**src/hdl/lambert_w_newton_assert.svh**
```systemverilog
// Assertion macros for the Lambert W block; clk and arst_n come from the using scope.
`ifndef LAMBERT_W_NEWTON_ASSERT_SVH
`define LAMBERT_W_NEWTON_ASSERT_SVH

// Same-cycle implication.
`define LWN_ASSERT_NOW(lbl, cond, cons, msg) \
	lbl: assert property (@(posedge clk) disable iff (!arst_n) (cond) |-> (cons)) \
		else $error(msg);

// Next-cycle implication.
`define LWN_ASSERT_NEXT(lbl, cond, cons, msg) \
	lbl: assert property (@(posedge clk) disable iff (!arst_n) (cond) |=> (cons)) \
		else $error(msg);

`endif

```
**src/hdl/lwn_pkg.sv**
```systemverilog
package lwn_pkg;

	localparam int IQ        = 30;
	localparam int YW        = 36;
	localparam int LW        = 40;
	localparam int EW        = 56;
	localparam int QW        = 37;
	localparam int CNT_W     = 6;
	localparam int ITER_W    = 7;
	localparam int TOL_W     = 8;
	localparam int RES_SHIFT = 6;
	localparam int EXP_TERMS = 14;
	localparam int W_W       = 24;

	localparam logic [29:0]          LN2     = 30'd744261118;
	localparam logic [YW-1:0]        Y_MAX   = 36'h8_0000_0000;
	localparam logic signed [LW-1:0] Z_MIN   = 40'shF8_0000_0000;
	localparam logic signed [LW-1:0] Z_MAX   = 40'sh04_4000_0000;
	localparam logic signed [17:0]   INV_LN2 = 18'sd94548;

	// floor((2^32 - 1) / n), n = 1..14
	localparam logic [31:0] RECIP [16] = '{
		32'd0,         32'd4294967295, 32'd2147483647, 32'd1431655765,
		32'd1073741823, 32'd858993459, 32'd715827882,  32'd613566756,
		32'd536870911, 32'd477218588,  32'd429496729,  32'd390451572,
		32'd357913941, 32'd330382099,  32'd306783378,  32'd0
	};

	localparam logic [1:0] REG_ITER_LIMIT = 2'd0;
	localparam logic [1:0] REG_RES_TOL    = 2'd1;

	typedef enum logic [4:0] {
		OP_NONE,
		OP_LOAD,
		OP_LN_NORM,
		OP_LN_SQ,
		OP_LN_SCALE,
		OP_SET_Y,
		OP_EXP_K,
		OP_EXP_R,
		OP_EXP_FIX,
		OP_TAY_A,
		OP_TAY_B,
		OP_TAY_C,
		OP_EXP_SH,
		OP_DIV_INIT,
		OP_DIV_STEP,
		OP_UPDATE,
		OP_FINISH
	} dp_op_t;

	typedef struct packed {
		dp_op_t           op;
		logic [CNT_W-1:0] idx;
		logic             ln_y;
		logic             nc;
	} dp_cmd_t;

	typedef struct packed {
		logic x_zero;
		logic y_pos;
		logic conv;
		logic r_ok;
	} dp_stat_t;

endpackage

```
**src/hdl/lwn_ctrl.sv**
```systemverilog
module lwn_ctrl (
	input  logic                        clk,
	input  logic                        arst_n,
	input  logic                        start,
	input  logic [lwn_pkg::ITER_W-1:0]  iter_limit,
	input  lwn_pkg::dp_stat_t           stat,
	output lwn_pkg::dp_cmd_t            cmd,
	output logic                        busy,
	output logic                        done
);

	typedef enum logic [19:0] {
		S_IDLE     = 20'h00001,
		S_XCHK     = 20'h00002,
		S_LN_NORM  = 20'h00004,
		S_LN_SQ    = 20'h00008,
		S_LN_SCALE = 20'h00010,
		S_SET_Y    = 20'h00020,
		S_LOOP     = 20'h00040,
		S_CHECK    = 20'h00080,
		S_EXP_K    = 20'h00100,
		S_EXP_R    = 20'h00200,
		S_EXP_FIX  = 20'h00400,
		S_TAY_A    = 20'h00800,
		S_TAY_B    = 20'h01000,
		S_TAY_C    = 20'h02000,
		S_EXP_SH   = 20'h04000,
		S_DIV_INIT = 20'h08000,
		S_DIV_STEP = 20'h10000,
		S_UPDATE   = 20'h20000,
		S_FINISH   = 20'h40000,
		S_DONE     = 20'h80000
	} state_t;

	state_t                        state_q, state_d;
	logic [lwn_pkg::CNT_W-1:0]     cnt_q, cnt_d;
	logic [lwn_pkg::ITER_W-1:0]    iter_q, iter_d;
	logic                          ln_y_q, ln_y_d;
	logic                          nc_q, nc_d;
	lwn_pkg::dp_op_t               op;

	always_comb begin
		state_d = state_q;
		cnt_d   = cnt_q;
		iter_d  = iter_q;
		ln_y_d  = ln_y_q;
		nc_d    = nc_q;
		op      = lwn_pkg::OP_NONE;
		unique case (state_q)
			S_IDLE, S_DONE: begin
				if (start) begin
					op      = lwn_pkg::OP_LOAD;
					state_d = S_XCHK;
				end else begin
					state_d = S_IDLE;
				end
			end
			S_XCHK: begin
				ln_y_d = 1'b0;
				if (stat.x_zero) begin
					nc_d    = 1'b0;
					state_d = S_FINISH;
				end else begin
					state_d = S_LN_NORM;
				end
			end
			S_LN_NORM: begin
				op      = lwn_pkg::OP_LN_NORM;
				cnt_d   = lwn_pkg::CNT_W'(lwn_pkg::IQ - 1);
				state_d = S_LN_SQ;
			end
			S_LN_SQ: begin
				op    = lwn_pkg::OP_LN_SQ;
				cnt_d = cnt_q - 1'b1;
				if (cnt_q == '0)
					state_d = S_LN_SCALE;
			end
			S_LN_SCALE: begin
				op      = lwn_pkg::OP_LN_SCALE;
				state_d = ln_y_q ? S_CHECK : S_SET_Y;
			end
			S_SET_Y: begin
				op      = lwn_pkg::OP_SET_Y;
				iter_d  = '0;
				state_d = S_LOOP;
			end
			S_LOOP: begin
				if (iter_q == iter_limit) begin
					nc_d    = 1'b1;
					state_d = S_FINISH;
				end else if (stat.y_pos) begin
					ln_y_d  = 1'b1;
					state_d = S_LN_NORM;
				end else begin
					state_d = S_EXP_K;
				end
			end
			S_CHECK: begin
				if (stat.conv) begin
					nc_d    = 1'b0;
					state_d = S_FINISH;
				end else begin
					state_d = S_EXP_K;
				end
			end
			S_EXP_K: begin
				op      = lwn_pkg::OP_EXP_K;
				state_d = S_EXP_R;
			end
			S_EXP_R: begin
				op      = lwn_pkg::OP_EXP_R;
				state_d = S_EXP_FIX;
			end
			S_EXP_FIX: begin
				if (stat.r_ok) begin
					cnt_d   = lwn_pkg::CNT_W'(1);
					state_d = S_TAY_A;
				end else begin
					op = lwn_pkg::OP_EXP_FIX;
				end
			end
			S_TAY_A: begin
				op      = lwn_pkg::OP_TAY_A;
				state_d = S_TAY_B;
			end
			S_TAY_B: begin
				op      = lwn_pkg::OP_TAY_B;
				state_d = S_TAY_C;
			end
			S_TAY_C: begin
				op = lwn_pkg::OP_TAY_C;
				if (cnt_q == lwn_pkg::CNT_W'(lwn_pkg::EXP_TERMS)) begin
					state_d = S_EXP_SH;
				end else begin
					cnt_d   = cnt_q + 1'b1;
					state_d = S_TAY_A;
				end
			end
			S_EXP_SH: begin
				op      = lwn_pkg::OP_EXP_SH;
				state_d = S_DIV_INIT;
			end
			S_DIV_INIT: begin
				op      = lwn_pkg::OP_DIV_INIT;
				cnt_d   = lwn_pkg::CNT_W'(lwn_pkg::QW - 1);
				state_d = S_DIV_STEP;
			end
			S_DIV_STEP: begin
				op    = lwn_pkg::OP_DIV_STEP;
				cnt_d = cnt_q - 1'b1;
				if (cnt_q == '0)
					state_d = S_UPDATE;
			end
			S_UPDATE: begin
				op      = lwn_pkg::OP_UPDATE;
				iter_d  = iter_q + 1'b1;
				state_d = S_LOOP;
			end
			S_FINISH: begin
				op      = lwn_pkg::OP_FINISH;
				state_d = S_DONE;
			end
			default: begin
				state_d = S_IDLE;
			end
		endcase
	end

	always_ff @(posedge clk or negedge arst_n) begin
		if (!arst_n) begin
			state_q <= S_IDLE;
			cnt_q   <= '0;
			iter_q  <= '0;
			ln_y_q  <= 1'b0;
			nc_q    <= 1'b0;
		end else begin
			state_q <= state_d;
			cnt_q   <= cnt_d;
			iter_q  <= iter_d;
			ln_y_q  <= ln_y_d;
			nc_q    <= nc_d;
		end
	end

	assign cmd.op   = op;
	assign cmd.idx  = cnt_q;
	assign cmd.ln_y = ln_y_q;
	assign cmd.nc   = nc_q;
	assign busy     = !(state_q == S_IDLE || state_q == S_DONE);
	assign done     = (state_q == S_DONE);

endmodule

```
**config.mk**
```make
export PLATFORM = sky130hd
export DESIGN_NAME = lwn_ctrl
export DESIGN_NICKNAME = d
export VERILOG_FILES = /design/src/hdl/lambert_w_newton_assert.svh /design/src/hdl/lwn_pkg.sv /design/src/hdl/lwn_ctrl.sv
export SDC_FILE = /design/constraint.sdc
export NUM_CORES = 1
export LEC_CHECK = 0
export ABC_AREA = 0
export BUFFER_PORTS_ARGS = -buffer_cell sky130_fd_sc_hd__buf_4
export CAP_MARGIN = 20
export CORE_ASPECT_RATIO = 0.8
export CORE_UTILIZATION = 43
export CTS_CLUSTER_SIZE = 14
export DETAILED_ROUTE_END_ITERATION = 10
export GPL_TIMING_DRIVEN = 0
export PLACE_DENSITY = 0.73
export SYNTH_ARGS = -nofsm -noshare
export SYNTH_HDL_FRONTEND = slang
export SYNTH_SLANG_ARGS = --single-unit
```
**constraint.sdc**
```tcl
create_clock -name clk -period 6.65 [get_ports clk]
set_clock_uncertainty 0.1 [all_clocks]
set_input_delay 1.33 -clock clk [delete_from_list [all_inputs] [get_ports clk]]
set_output_delay 1.33 -clock clk [all_outputs]
set_load 0.01 [all_outputs]
```
Word-level counts from Yosys, hierarchy flattened
Cells that the tools add are included.
{"block": "word_totals", "ff_bits": 35, "in_bits": 14, "out_inout_bits": 15}
{"block": "op_classes", "add_sub_neg": 3, "n_eq_ne": 31, "n_mux": 25, "reduce_logical": 14}
{"op": "20-bit one-hot mux with 18 select lines", "count": 1}
{"op": "5-bit one-hot mux with 16 select lines", "count": 1}
{"op": "20-bit 2-to-1 mux", "count": 3}
{"op": "19-bit 2-to-1 mux", "count": 3}
{"op": "6-bit one-hot mux with 5 select lines", "count": 1}
{"op": "20-bit by 1-bit equality test with 1-bit output, second input constant", "count": 1}
{"op": "20-bit by 10-bit equality test with 1-bit output, second input constant", "count": 1}
{"op": "20-bit by 11-bit equality test with 1-bit output, second input constant", "count": 1}
{"op": "20-bit by 12-bit equality test with 1-bit output, second input constant", "count": 1}
{"op": "20-bit by 13-bit equality test with 1-bit output, second input constant", "count": 1}
{"op": "20-bit by 14-bit equality test with 1-bit output, second input constant", "count": 1}
{"op": "20-bit by 15-bit equality test with 1-bit output, second input constant", "count": 1}
{"op": "20-bit by 16-bit equality test with 1-bit output, second input constant", "count": 1}
{"op": "20-bit by 17-bit equality test with 1-bit output, second input constant", "count": 1}
{"op": "20-bit by 18-bit equality test with 1-bit output, second input constant", "count": 1}
{"op": "20-bit by 19-bit equality test with 1-bit output, second input constant", "count": 1}
{"op": "20-bit by 2-bit equality test with 1-bit output, second input constant", "count": 1}
{"op": "20-bit equality test, second input constant", "count": 1}
{"op": "20-bit by 3-bit equality test with 1-bit output, second input constant", "count": 1}
{"op": "20-bit by 4-bit equality test with 1-bit output, second input constant", "count": 1}
{"op": "20-bit by 5-bit equality test with 1-bit output, second input constant", "count": 1}
{"op": "20-bit by 6-bit equality test with 1-bit output, second input constant", "count": 1}
{"op": "20-bit by 7-bit equality test with 1-bit output, second input constant", "count": 1}
{"op": "20-bit by 8-bit equality test with 1-bit output, second input constant", "count": 1}
{"op": "26 further kinds", "count": 45}

Logic depth before layout (Yosys ltp)
Gate-level depths: netlist of the first run.
{"block": "logic_depth", "ltp_word": 4, "depth_mapped": 14}

Worst setup path before layout of the first run
No wires, ideal clock.
{"block": "synth_timing", "kind": "register to output", "startpoint": "reg state_q[8]", "endpoint": "out cmd[10] in the netlist's numbering", "arrival_time_ns": 2.262, "required_time_ns": 5.220, "setup_slack_ns": 2.958, "path_stages_with_launch": 8, "n_path_buf": 2, "cell_sequence": "dfrtp_1 buf_6 or4_4 buf_6 or4_4 or3_1 o211ai_2 or3b_2"}
{"element": "start, declared", "line_no": "lwn_ctrl.sv:35", "source": "state_t state_q, state_d;"}
{"element": "start signal, assigned", "line_no": "lwn_ctrl.sv:177", "source": "state_q <= state_d;"}
{"element": "end, declared", "line_no": "lwn_ctrl.sv:7", "source": "output lwn_pkg::dp_cmd_t cmd,"}

==> run_results.csv, run 1 <==
group,metric,value,unit
place,place_ws,2.67,ns
sta,hold_violations,0,
yosys,synth_edf_count,0,
setup_path,worstPathArrival,2.87,ns
route,num_vias,1988,
floorplanning,pin_count,29,
route,drc,0,
route,drt_wl_total,5330,microns
place,hpwl,3990,microns
power,p_leak,1.34,nW
floorplanning,rows,23,
clock_network,cts_buffers,5,
yosys,synth_cell_types,58,
sta,timing.slew.headroom,0.562,
setup_path,crit_type,"reg -> out",
place,dpl_cell_area,0.00255,sq mm
setup_path,crit_path_end_kind,"output pin",
floorplanning,start_util,0.450,
sta,timing.final.crit_period,4.30,ns
yosys,syn_avg_cell_area,9.33,sq um
yosys,synthesis.nets,264,
clock_network,clockBufferDepth,2,
route,via_per_inst,5.83,
clock_network,clk_pin_slew,0.08,ns
yosys,synth.area.top_cells,"dfrtp_1, xor2_1, ha_1",
global_routing,grt_max_degree,36,
global_routing,first_global_vias,1806,
sta,rsz0062_at_grt,"false",
floorplanning,dieWidth,83.2,microns
clock_network,cts_hold_buf,0,
layout,final_core_util,0.528,
sta,setup_ws,2.35,ns
place,gp_congestion,0.855,
clock_network,htreeDepth,2,
yosys,netlist.area_leader.share,0.375,
floorplanning,core,0.00504,sq mm
floorplanning,die_y,66.9,microns
sta,min_period_over_period,0.647,
yosys,async_flop_share,1.00,
clock_network,clock_sinks,35,
layout,antennaDiodeCount,0,
route,drt_iter0_markers,91,
sta,worst_pin_slew,0.656,ns
layout,drive_gt1_frac,0.197,
route,wl_per_cell,15.6,microns
layout,nFillCells,465,
hold_path,hold_class,"reg -> reg",
global_routing,overflow,0,
sta,fin_setup_tns,0,ns
yosys,synth_ff_type,"dfrtp_1",
route,drtAntennaViolNets,0,
sta,max_freq,233,MHz
route,first_pass_iters,6,
setup_path,crit_required,5.22,ns
place,place.port_buffers,28,
route,met3_length,194,microns
setup_path,start_kind,"flip-flop",
route,wl_met2,2340,microns
yosys,yosysTopAreaCell,"dfrtp_1",
clock_network,cts_root_buf,"clkbuf_8",
global_routing,grt_pass1_wl,8780,microns
layout,fin_area,0.00266,sq mm
power,pwr_density_cell,246,mW/mm^2
clock_network,post_cts_buffers,0,
route,route.layer.met1.wl,2720,microns
status,status,"complete, no violations",
clock_network,post_cts_resized,0,
layout,area_delta_synth_final,17.3,%
yosys,ys_ff_latch,35,
route,top_layer_used,"met4",
setup_path,crit_fanout,6,
yosys,netlist_area,0.00227,sq mm
power,ir_worst_vdd,0.128,mV
global_routing,antenna_found_initial,0,
clock_network,insertion_delay,0.30,ns
global_routing,gr-usage-all-layers,0.207,
sta,setup_viol,0,
floorplanning,dieArea,0.00557,sq mm
flow_run,maxCapViolations,0,
clock_network,cts_tree,"yes",
yosys,ys_warn_count,0,
yosys,synth_cells,243,
sta,slew_viol_final,0,
layout,nets,299,
yosys,synth-seq-area-share,0.387,
[registers in the layout (all words and copies together), names as in the netlist]
name / cells
state_q: 20
iter_q: 7
cnt_q: 6
nc_q: 1
ln_y_q: 1
[layer usage]
metal / up-vias / global-route usage
met5: - / 0
met4: 0 / 0.0560
met3: 7 / 0.0620
met2: 37 / 0.314
met1: 954 / 0.286
li1: 990 / -
[cells by family after synthesis]
kind of cell,count (synthesis),synth area share
adder cells (fa/ha/maj),7,0.0419
AND/OR/NAND/NOR,116,0.310
AO/OA/AOI/OAI,49,0.150
XOR/XNOR,15,0.0579
multiplexers,1,0.00662
flip-flops,35,0.387
buffers and inverters,20,0.0469
[cells in the mapped netlist, drive strengths merged (7+ instances only)]
library cell	instances
dfrtp	34
nor2	18
nand2	13
o21ai	13
nand3	12
nor3	12
inv	11
a21oi	10
nor4	9
xor2	9
or4	8
nor2b	7
[path summary, 6_finish.rpt]
path	start	endpoint	slack [ns]	cells past startpoint
min	ln_y_q	state_q[5]	0.36	1
max	state_q[5]	cmd[11]	2.35	8
max reg2reg	state_q[5]	cnt_q[5]	2.66	13
max in group asynchronous	arst_n	state_q[0]	5.23	1
min in group asynchronous	arst_n	state_q[2]	0.87	1
min reg2reg	ln_y_q	state_q[5]	0.36	1
[final cells by class]
type | instances | area [sq um] | share of cell area
Multi-Input combinational cell | 188 | 1280 | 0.483
Sequential cell | 35 | 877 | 0.330
Tap cell | 62 | 77.6 | 0.0292
Clock inverter | 1 | 7.51 | 0.00282
Clock buffer | 7 | 96.3 | 0.0362
Buffer | 9 | 65.1 | 0.0245
Timing Repair Buffer | 28 | 210 | 0.0791
Inverter | 11 | 41.3 | 0.0155
[worst max-delay path, cell delays in order, from the launching register on]
cell       delay [ns]
dfrtp_1          0.44
or4_1            0.52
clkbuf_1         0.17
or3_1            0.47
or4_1            0.44
nor2_1           0.16
nor2_1           0.09
o2111ai_1        0.11
buf_4            0.16
[power breakdown]
part / internal [W] / leakage [nW] / total (W) / switching, W
combinational: 0.0000992 / 0.816 / 0.000207 / 0.000107
clock: 0.0000943 / 0.0505 / 0.000175 / 0.0000807
sequential: 0.000239 / 0.471 / 0.000272 / 0.0000322
total: 0.000433 / 1.34 / 0.000653 / 0.000220
[layout by cell type, fill, tap and decap left out, drive strengths merged, types with 2 or more instances in the layout]
cell type and n:
a21o 3, a21oi 10, a31oi 3, and2 3
and3 3, and4b 5, buf 34, clkbuf 10
dfrtp 34, ha 6, inv 11, nand2 13
nand2b 5, nand3 12, nand3b 2, nand4 6
nand4b 4, nor2 18, nor2b 7, nor3 12
nor3b 2, nor4 9, o211ai 3, o21ai 13
o22ai 2, o31ai 2, or3 2, or4 8
xnor2 6, xor2 9
[metrics by stage]
step	instances	total power [W]	hold slack (ns)
6_report	341	0.000653	0.362
5_1_grt	341	0.000693	0.398
4_1_cts	341	0.000655	0.359
3_5_place_dp	333	0.000482	0.345
3_3_place_gp	333	0.000479	0.339
2_1_floorplan	243	0.000401	0.324
Note: power is estimated with default switching activity, not from simulation.
==> run 2: changes to the inputs <==
--- a/config.mk
+++ b/config.mk
@@ -13,7 +13,7 @@
 export CTS_CLUSTER_SIZE = 14
 export DETAILED_ROUTE_END_ITERATION = 10
 export GPL_TIMING_DRIVEN = 0
-export PLACE_DENSITY = 0.73
+export PLACE_DENSITY = 0.76
 export SYNTH_ARGS = -nofsm -noshare
 export SYNTH_HDL_FRONTEND = slang
 export SYNTH_SLANG_ARGS = --single-unit
==> constraint.sdc (replaced) <==
create_clock -name clk -period 3.74 [get_ports clk]
set_clock_uncertainty 0.1 [all_clocks]
set_input_delay 0.748 -clock clk [delete_from_list [all_inputs] [get_ports clk]]
set_output_delay 0.748 -clock clk [all_outputs]
set_load 0.01 [all_outputs]
==> run_results.csv, run 2 (synthesis gave the netlist of run 1 again) <==
group,metric,value,unit
sta,slew_viol_final,0,
sta,fin_setup_tns,0,ns
hold_path,hold_class,"in -> async",
floorplanning,dieWidth,83.2,microns
layout,antennaDiodeCount,0,
clock_network,insertion_delay,0.29,ns
power,ir_worst_vdd,0.180,mV
setup_path,crit_start,"state_q[5]",
route,first_pass_iters,5,
sta,worst_pin_slew,0.577,ns
power,p_leak,1.35,nW
power,p_sw,0.000396,W
power,intPower,0.000777,W
sta,timing.final.crit_period,3.66,ns
power,p_seq_frac,0.413,
setup_path,worstPathArrival,2.81,ns
global_routing,antenna_found_initial,0,
power,combPwrFrac,0.329,
clock_network,clockBufferDepth,2,
route,drt_iter0_markers,154,
floorplanning,dieArea,0.00557,sq mm
layout,fin_area,0.00273,sq mm
layout,reg_top3,"state_q: 20 flops, iter_q: 7 flops, cnt_q: 6 flops",
layout,multi_input_area,0.00133,sq mm
clock_network,htreeDepth,2,
place,place.port_buffers,28,
sta,setup_ws,0.0771,ns
route,drc,0,
floorplanning,start_util,0.450,
power,swShare,0.338,
power,clockPowerShare,0.258,
setup_path,crit_required,2.89,ns
layout,nets,302,
setup_path,reg2reg_to,"cnt_q[5]",
setup_path,rr_worst_depth,13,
layout,nFillCells,452,
place,gp_congestion,0.875,
layout,area_delta_synth_final,20.3,%
sta,hold_violations,0,
clock_network,cts_root_buf,"clkbuf_8",
place,hpwl,4070,microns
sta,max_freq,273,MHz
setup_path,crit_fanout,6,
global_routing,overflow,0,
global_routing,first_global_vias,1831,
place,place_ws,-0.251,ns
global_routing,grt_pass1_wl,8930,microns
clock_network,cts_hold_buf,0,
clock_network,cts_tree,"yes",
setup_path,start_kind,"flip-flop",
flow_run,maxCapViolations,0,
setup_path,reg2reg_slack,0.15,ns
floorplanning,core,0.00504,sq mm
place,dp.cells,333,
setup_path,r2r_start,"state_q[1]",
place,dpl_cell_area,0.00255,sq mm
sta,min_period_over_period,0.979,
route,num_vias,2069,
floorplanning,pin_count,29,
global_routing,gr-usage-all-layers,0.206,
layout,largest_reg_flops,20,
clock_network,clk_pin_slew,0.07,ns
setup_path,endpoint,"cmd[11]",
status,status,"complete, no violations",
floorplanning,rows,23,
setup_path,crit_path_end_kind,"output pin",
clock_network,clock_sinks,35,
layout,layout.cells.non_filler,344,
layout,seq_area,877,sq um
layout,final_cell_mix,"buf_4, dfrtp_1, nor2_1",
layout,drive_gt1_frac,0.241,
layout,top_register,"state_q",
power,pwr_density_cell,430,mW/mm^2
floorplanning,die_y,66.9,microns
route,via_per_inst,6.01,
clock_network,cts_buffers,5,
global_routing,grt_max_degree,36,
route,drt_wl_total,5530,microns
sta,setup_viol,0,
sta,timing.slew.headroom,0.612,
route,drtAntennaViolNets,0,
route,wl_per_cell,16.1,microns
setup_path,crit_type,"reg -> out",
## run 2: changes by cell type in the layout (fill, tap and decap cells not counted), sizes merged
| cell | change |
|---|---|
| buf | +4 |
| clkinvlp | -1 |
## run 2: area by class of cell
class / count / area share
well taps: 62 / 0.0284
plain buffers: 8 / 0.0225
multi-input cells: 188 / 0.488
flip-flops and latches: 35 / 0.322
inverters: 11 / 0.0151
clock buffers: 8 / 0.0367
repair buffers: 32 / 0.0881
## run 2: what timing repair did
action,in CTS,in global routing
buffers inserted,1,3
gates resized for setup,5,6
cloned,0,0
pin swaps,3,1
setup endpoints to repair,1,5
## run 2: worst min path at each step
stage | start | end | slack (ns) | cells past startpoint
floorplan | ln_y_q | state_q[5] | 0.32 | 1
finish | arst_n | iter_q[6] | 0.30 | 1
global placement | ln_y_q | state_q[5] | 0.34 | 1
CTS | arst_n | iter_q[6] | 0.32 | 1
global route | arst_n | iter_q[5] | 0.34 | 1
detailed placement | ln_y_q | state_q[5] | 0.34 | 1
## run 2: layer usage
metal  up-vias  wire length (microns)  track usage
li1        981                      -            -
met1       997                   2540        0.277
met2        82                   2590        0.329
met3         9                    311       0.0446
met4         0                     80       0.0754
met5         -                      0            0
## run 2: worst max-delay path, stage by stage, from the launching register on
cell and delay, ns:
dfrtp_1 0.45, or4_4 0.62, or3_4 0.45, or4_1 0.47, nor2_2 0.16, nor2_1 0.08
o2111ai_1 0.12, buf_4 0.17
## run 2: power by group through the flow
stage	sequential (W)	clock [W]	combinational, W
5_1_grt	0.000493	0.000323	0.000426
3_3_place_gp	0.000489	0	0.000363
3_5_place_dp	0.000491	0	0.000372
2_1_floorplan	0.000488	0	0.000224
6_report	0.000485	0.000303	0.000386
4_1_cts	0.000484	0.000307	0.000379
## run 2: stage by stage
step | hold slack [ns] | utilization | power [W]
finish | 0.305 | 0.542 | 0.00117
global route | 0.339 | 0.542 | 0.00124
CTS | 0.321 | 0.533 | 0.00117
detailed placement | 0.343 | 0.507 | 0.000863
global placement | 0.336 | 0.507 | 0.000852
floorplan | 0.324 | - | 0.000712
==> run 3: changes to the inputs <==
--- a/config.mk
+++ b/config.mk
@@ -10,6 +10,7 @@
 export CAP_MARGIN = 20
 export CORE_ASPECT_RATIO = 0.8
 export CORE_UTILIZATION = 43
+export CTS_BUF_LIST = sky130_fd_sc_hd__clkbuf_2 sky130_fd_sc_hd__clkbuf_4 sky130_fd_sc_hd__clkbuf_8
 export CTS_CLUSTER_SIZE = 14
 export DETAILED_ROUTE_END_ITERATION = 10
 export GPL_TIMING_DRIVEN = 0
==> run_results.csv, run 3 (synthesis gave the netlist of run 1 again) <==
group,metric,value,unit
status,status,"complete, no violations",
flow_run,maxCapViolations,0,
setup_path,start_kind,"flip-flop",
route,top_layer_used,"met4",
place,dp.cells,333,
layout,final_cell_mix,"buf_4, dfrtp_1, nor2_1",
setup_path,critPathSlowestCell,"or4_4",
setup_path,crit_type,"reg -> out",
layout,largest_reg_flops,20,
global_routing,grt_pass1_wl,8940,microns
sta,worst_pin_slew,0.574,ns
power,finalPower,0.00118,W
floorplanning,rows,23,
global_routing,overflow,0,
route,num_vias,2033,
clock_network,htreeDepth,2,
clock_network,cts_tree,"yes",
sta,slew_viol_final,0,
clock_network,cts_hold_buf,0,
route,drt_wl_total,5560,microns
layout,seq_area,877,sq um
route,via_per_inst,5.91,
setup_path,max_stage_delay,0.62,ns
layout,multi_input_area,0.00133,sq mm
setup_path,worstPathArrival,2.82,ns
floorplanning,die_y,66.9,microns
route,wl_met2,2630,microns
setup_path,crit_fanout,6,
place,gp_congestion,0.875,
sta,hold_violations,0,
layout,nFillCells,452,
sta,setup_viol,0,
global_routing,antenna_found_initial,0,
layout,drive_gt1_frac,0.245,
route,wl_per_cell,16.1,microns
layout,nets,302,
route,first_pass_iters,4,
power,ir_worst_vdd,0.195,mV
clock_network,clockBufferDepth,2,
setup_path,critical_path.cell_chain,"or4_4 -> or3_4 -> or4_1 -> nor2_2 -> nor2_1 -> o2111ai_1 -> buf_4",
layout,final_core_util,0.542,
layout,antennaDiodeCount,0,
layout,top_register,"state_q",
global_routing,gr-usage-all-layers,0.206,
route,route.layer.met1.wl,2530,microns
sta,fin_hold_ws,0.303,ns
power,p_leak,1.36,nW
sta,timing.slew.headroom,0.614,
clock_network,clk_pin_slew,0.07,ns
setup_path,crit_required,2.89,ns
layout,reg_top3,"state_q: 20 flops, iter_q: 7 flops, cnt_q: 6 flops",
floorplanning,pin_count,29,
layout,area_delta_synth_final,20.5,%
clock_network,cts_root_buf,"clkbuf_8",
clock_network,clock_sinks,35,
clock_network,cts_buffers,5,
place,place.port_buffers,28,
global_routing,grt_max_degree,36,
hold_path,hold_class,"in -> async",
floorplanning,dieWidth,83.2,microns
place,hpwl,4070,microns
global_routing,first_global_vias,1832,
route,drt_iter0_markers,160,
setup_path,crit_path_end_kind,"output pin",
layout,layout.cells.non_filler,344,
floorplanning,dieArea,0.00557,sq mm
clock_network,insertion_delay,0.29,ns
power,pwr_density_cell,432,mW/mm^2
route,drtAntennaViolNets,0,
floorplanning,start_util,0.450,
floorplanning,core,0.00504,sq mm
sta,timing.final.crit_period,3.66,ns
sta,min_period_over_period,0.980,
sta,max_freq,273,MHz
sta,fin_setup_tns,0,ns
route,drc,0,
route,met3_length,317,microns
## run 3: cell counts in the layout (fill, tap and decap cells not counted)
Identical to the previous run, type by type.
## run 3: worst paths after layout
check | start | to | slack [ns] | cells past startpoint
worst max-delay path | state_q[5] | cmd[11] | 0.08 | 7
worst min-delay path | arst_n | iter_q[5] | 0.30 | 1
worst max register to register | state_q[1] | cnt_q[5] | 0.15 | 13
worst min register to register | ln_y_q | state_q[5] | 0.35 | 1
min in group clk | ln_y_q | state_q[5] | 0.35 | 1
max in group asynchronous | arst_n | state_q[0] | 2.89 | 1
## run 3: power breakdown
group	internal, W	switching [W]
clock network	0.000175	0.000135
logic	0.000183	0.000203
registers	0.000426	0.0000586
## run 3: critical path: cells and delay by family, from the launching register on
kind	cells	cell delay (ns)
simple gates	5	1.78
buf+inv	1	0.17
compound gates	1	0.12
flops	1	0.45
## run 3: metrics by stage
stage | instance area [sq um] | setup slack, ns
3_3_place_gp | 2550 | -0.130
4_1_cts | 2690 | 0.0131
6_report | 2730 | 0.0765
3_5_place_dp | 2550 | -0.251
2_1_floorplan | 2270 | 0.346
5_1_grt | 2730 | -0.0189
## run 3: timing repair
| item | 4_1_cts | 5_1_grt |
|---|---|---|
| setup endpoints to repair | 1 | 5 |
| pin swaps | 3 | 1 |
| setup buffers | 1 | 3 |
| gates resized for setup | 5 | 6 |
## run 3: per-layer routing
metal | up-vias | global-route usage
li1 | 980 | -
met1 | 980 | 0.278
met2 | 63 | 0.329
met3 | 10 | 0.0446
met4 | 0 | 0.0754
met5 | - | 0
## run 3: layout make-up
cell class / instances / share of cell area
Sequential cell: 35 / 0.321
Buffer: 8 / 0.0224
Clock buffer: 8 / 0.0380
Timing Repair Buffer: 32 / 0.0880
Inverter: 11 / 0.0151
Multi-Input combinational cell: 188 / 0.487
Tap cell: 62 / 0.0284
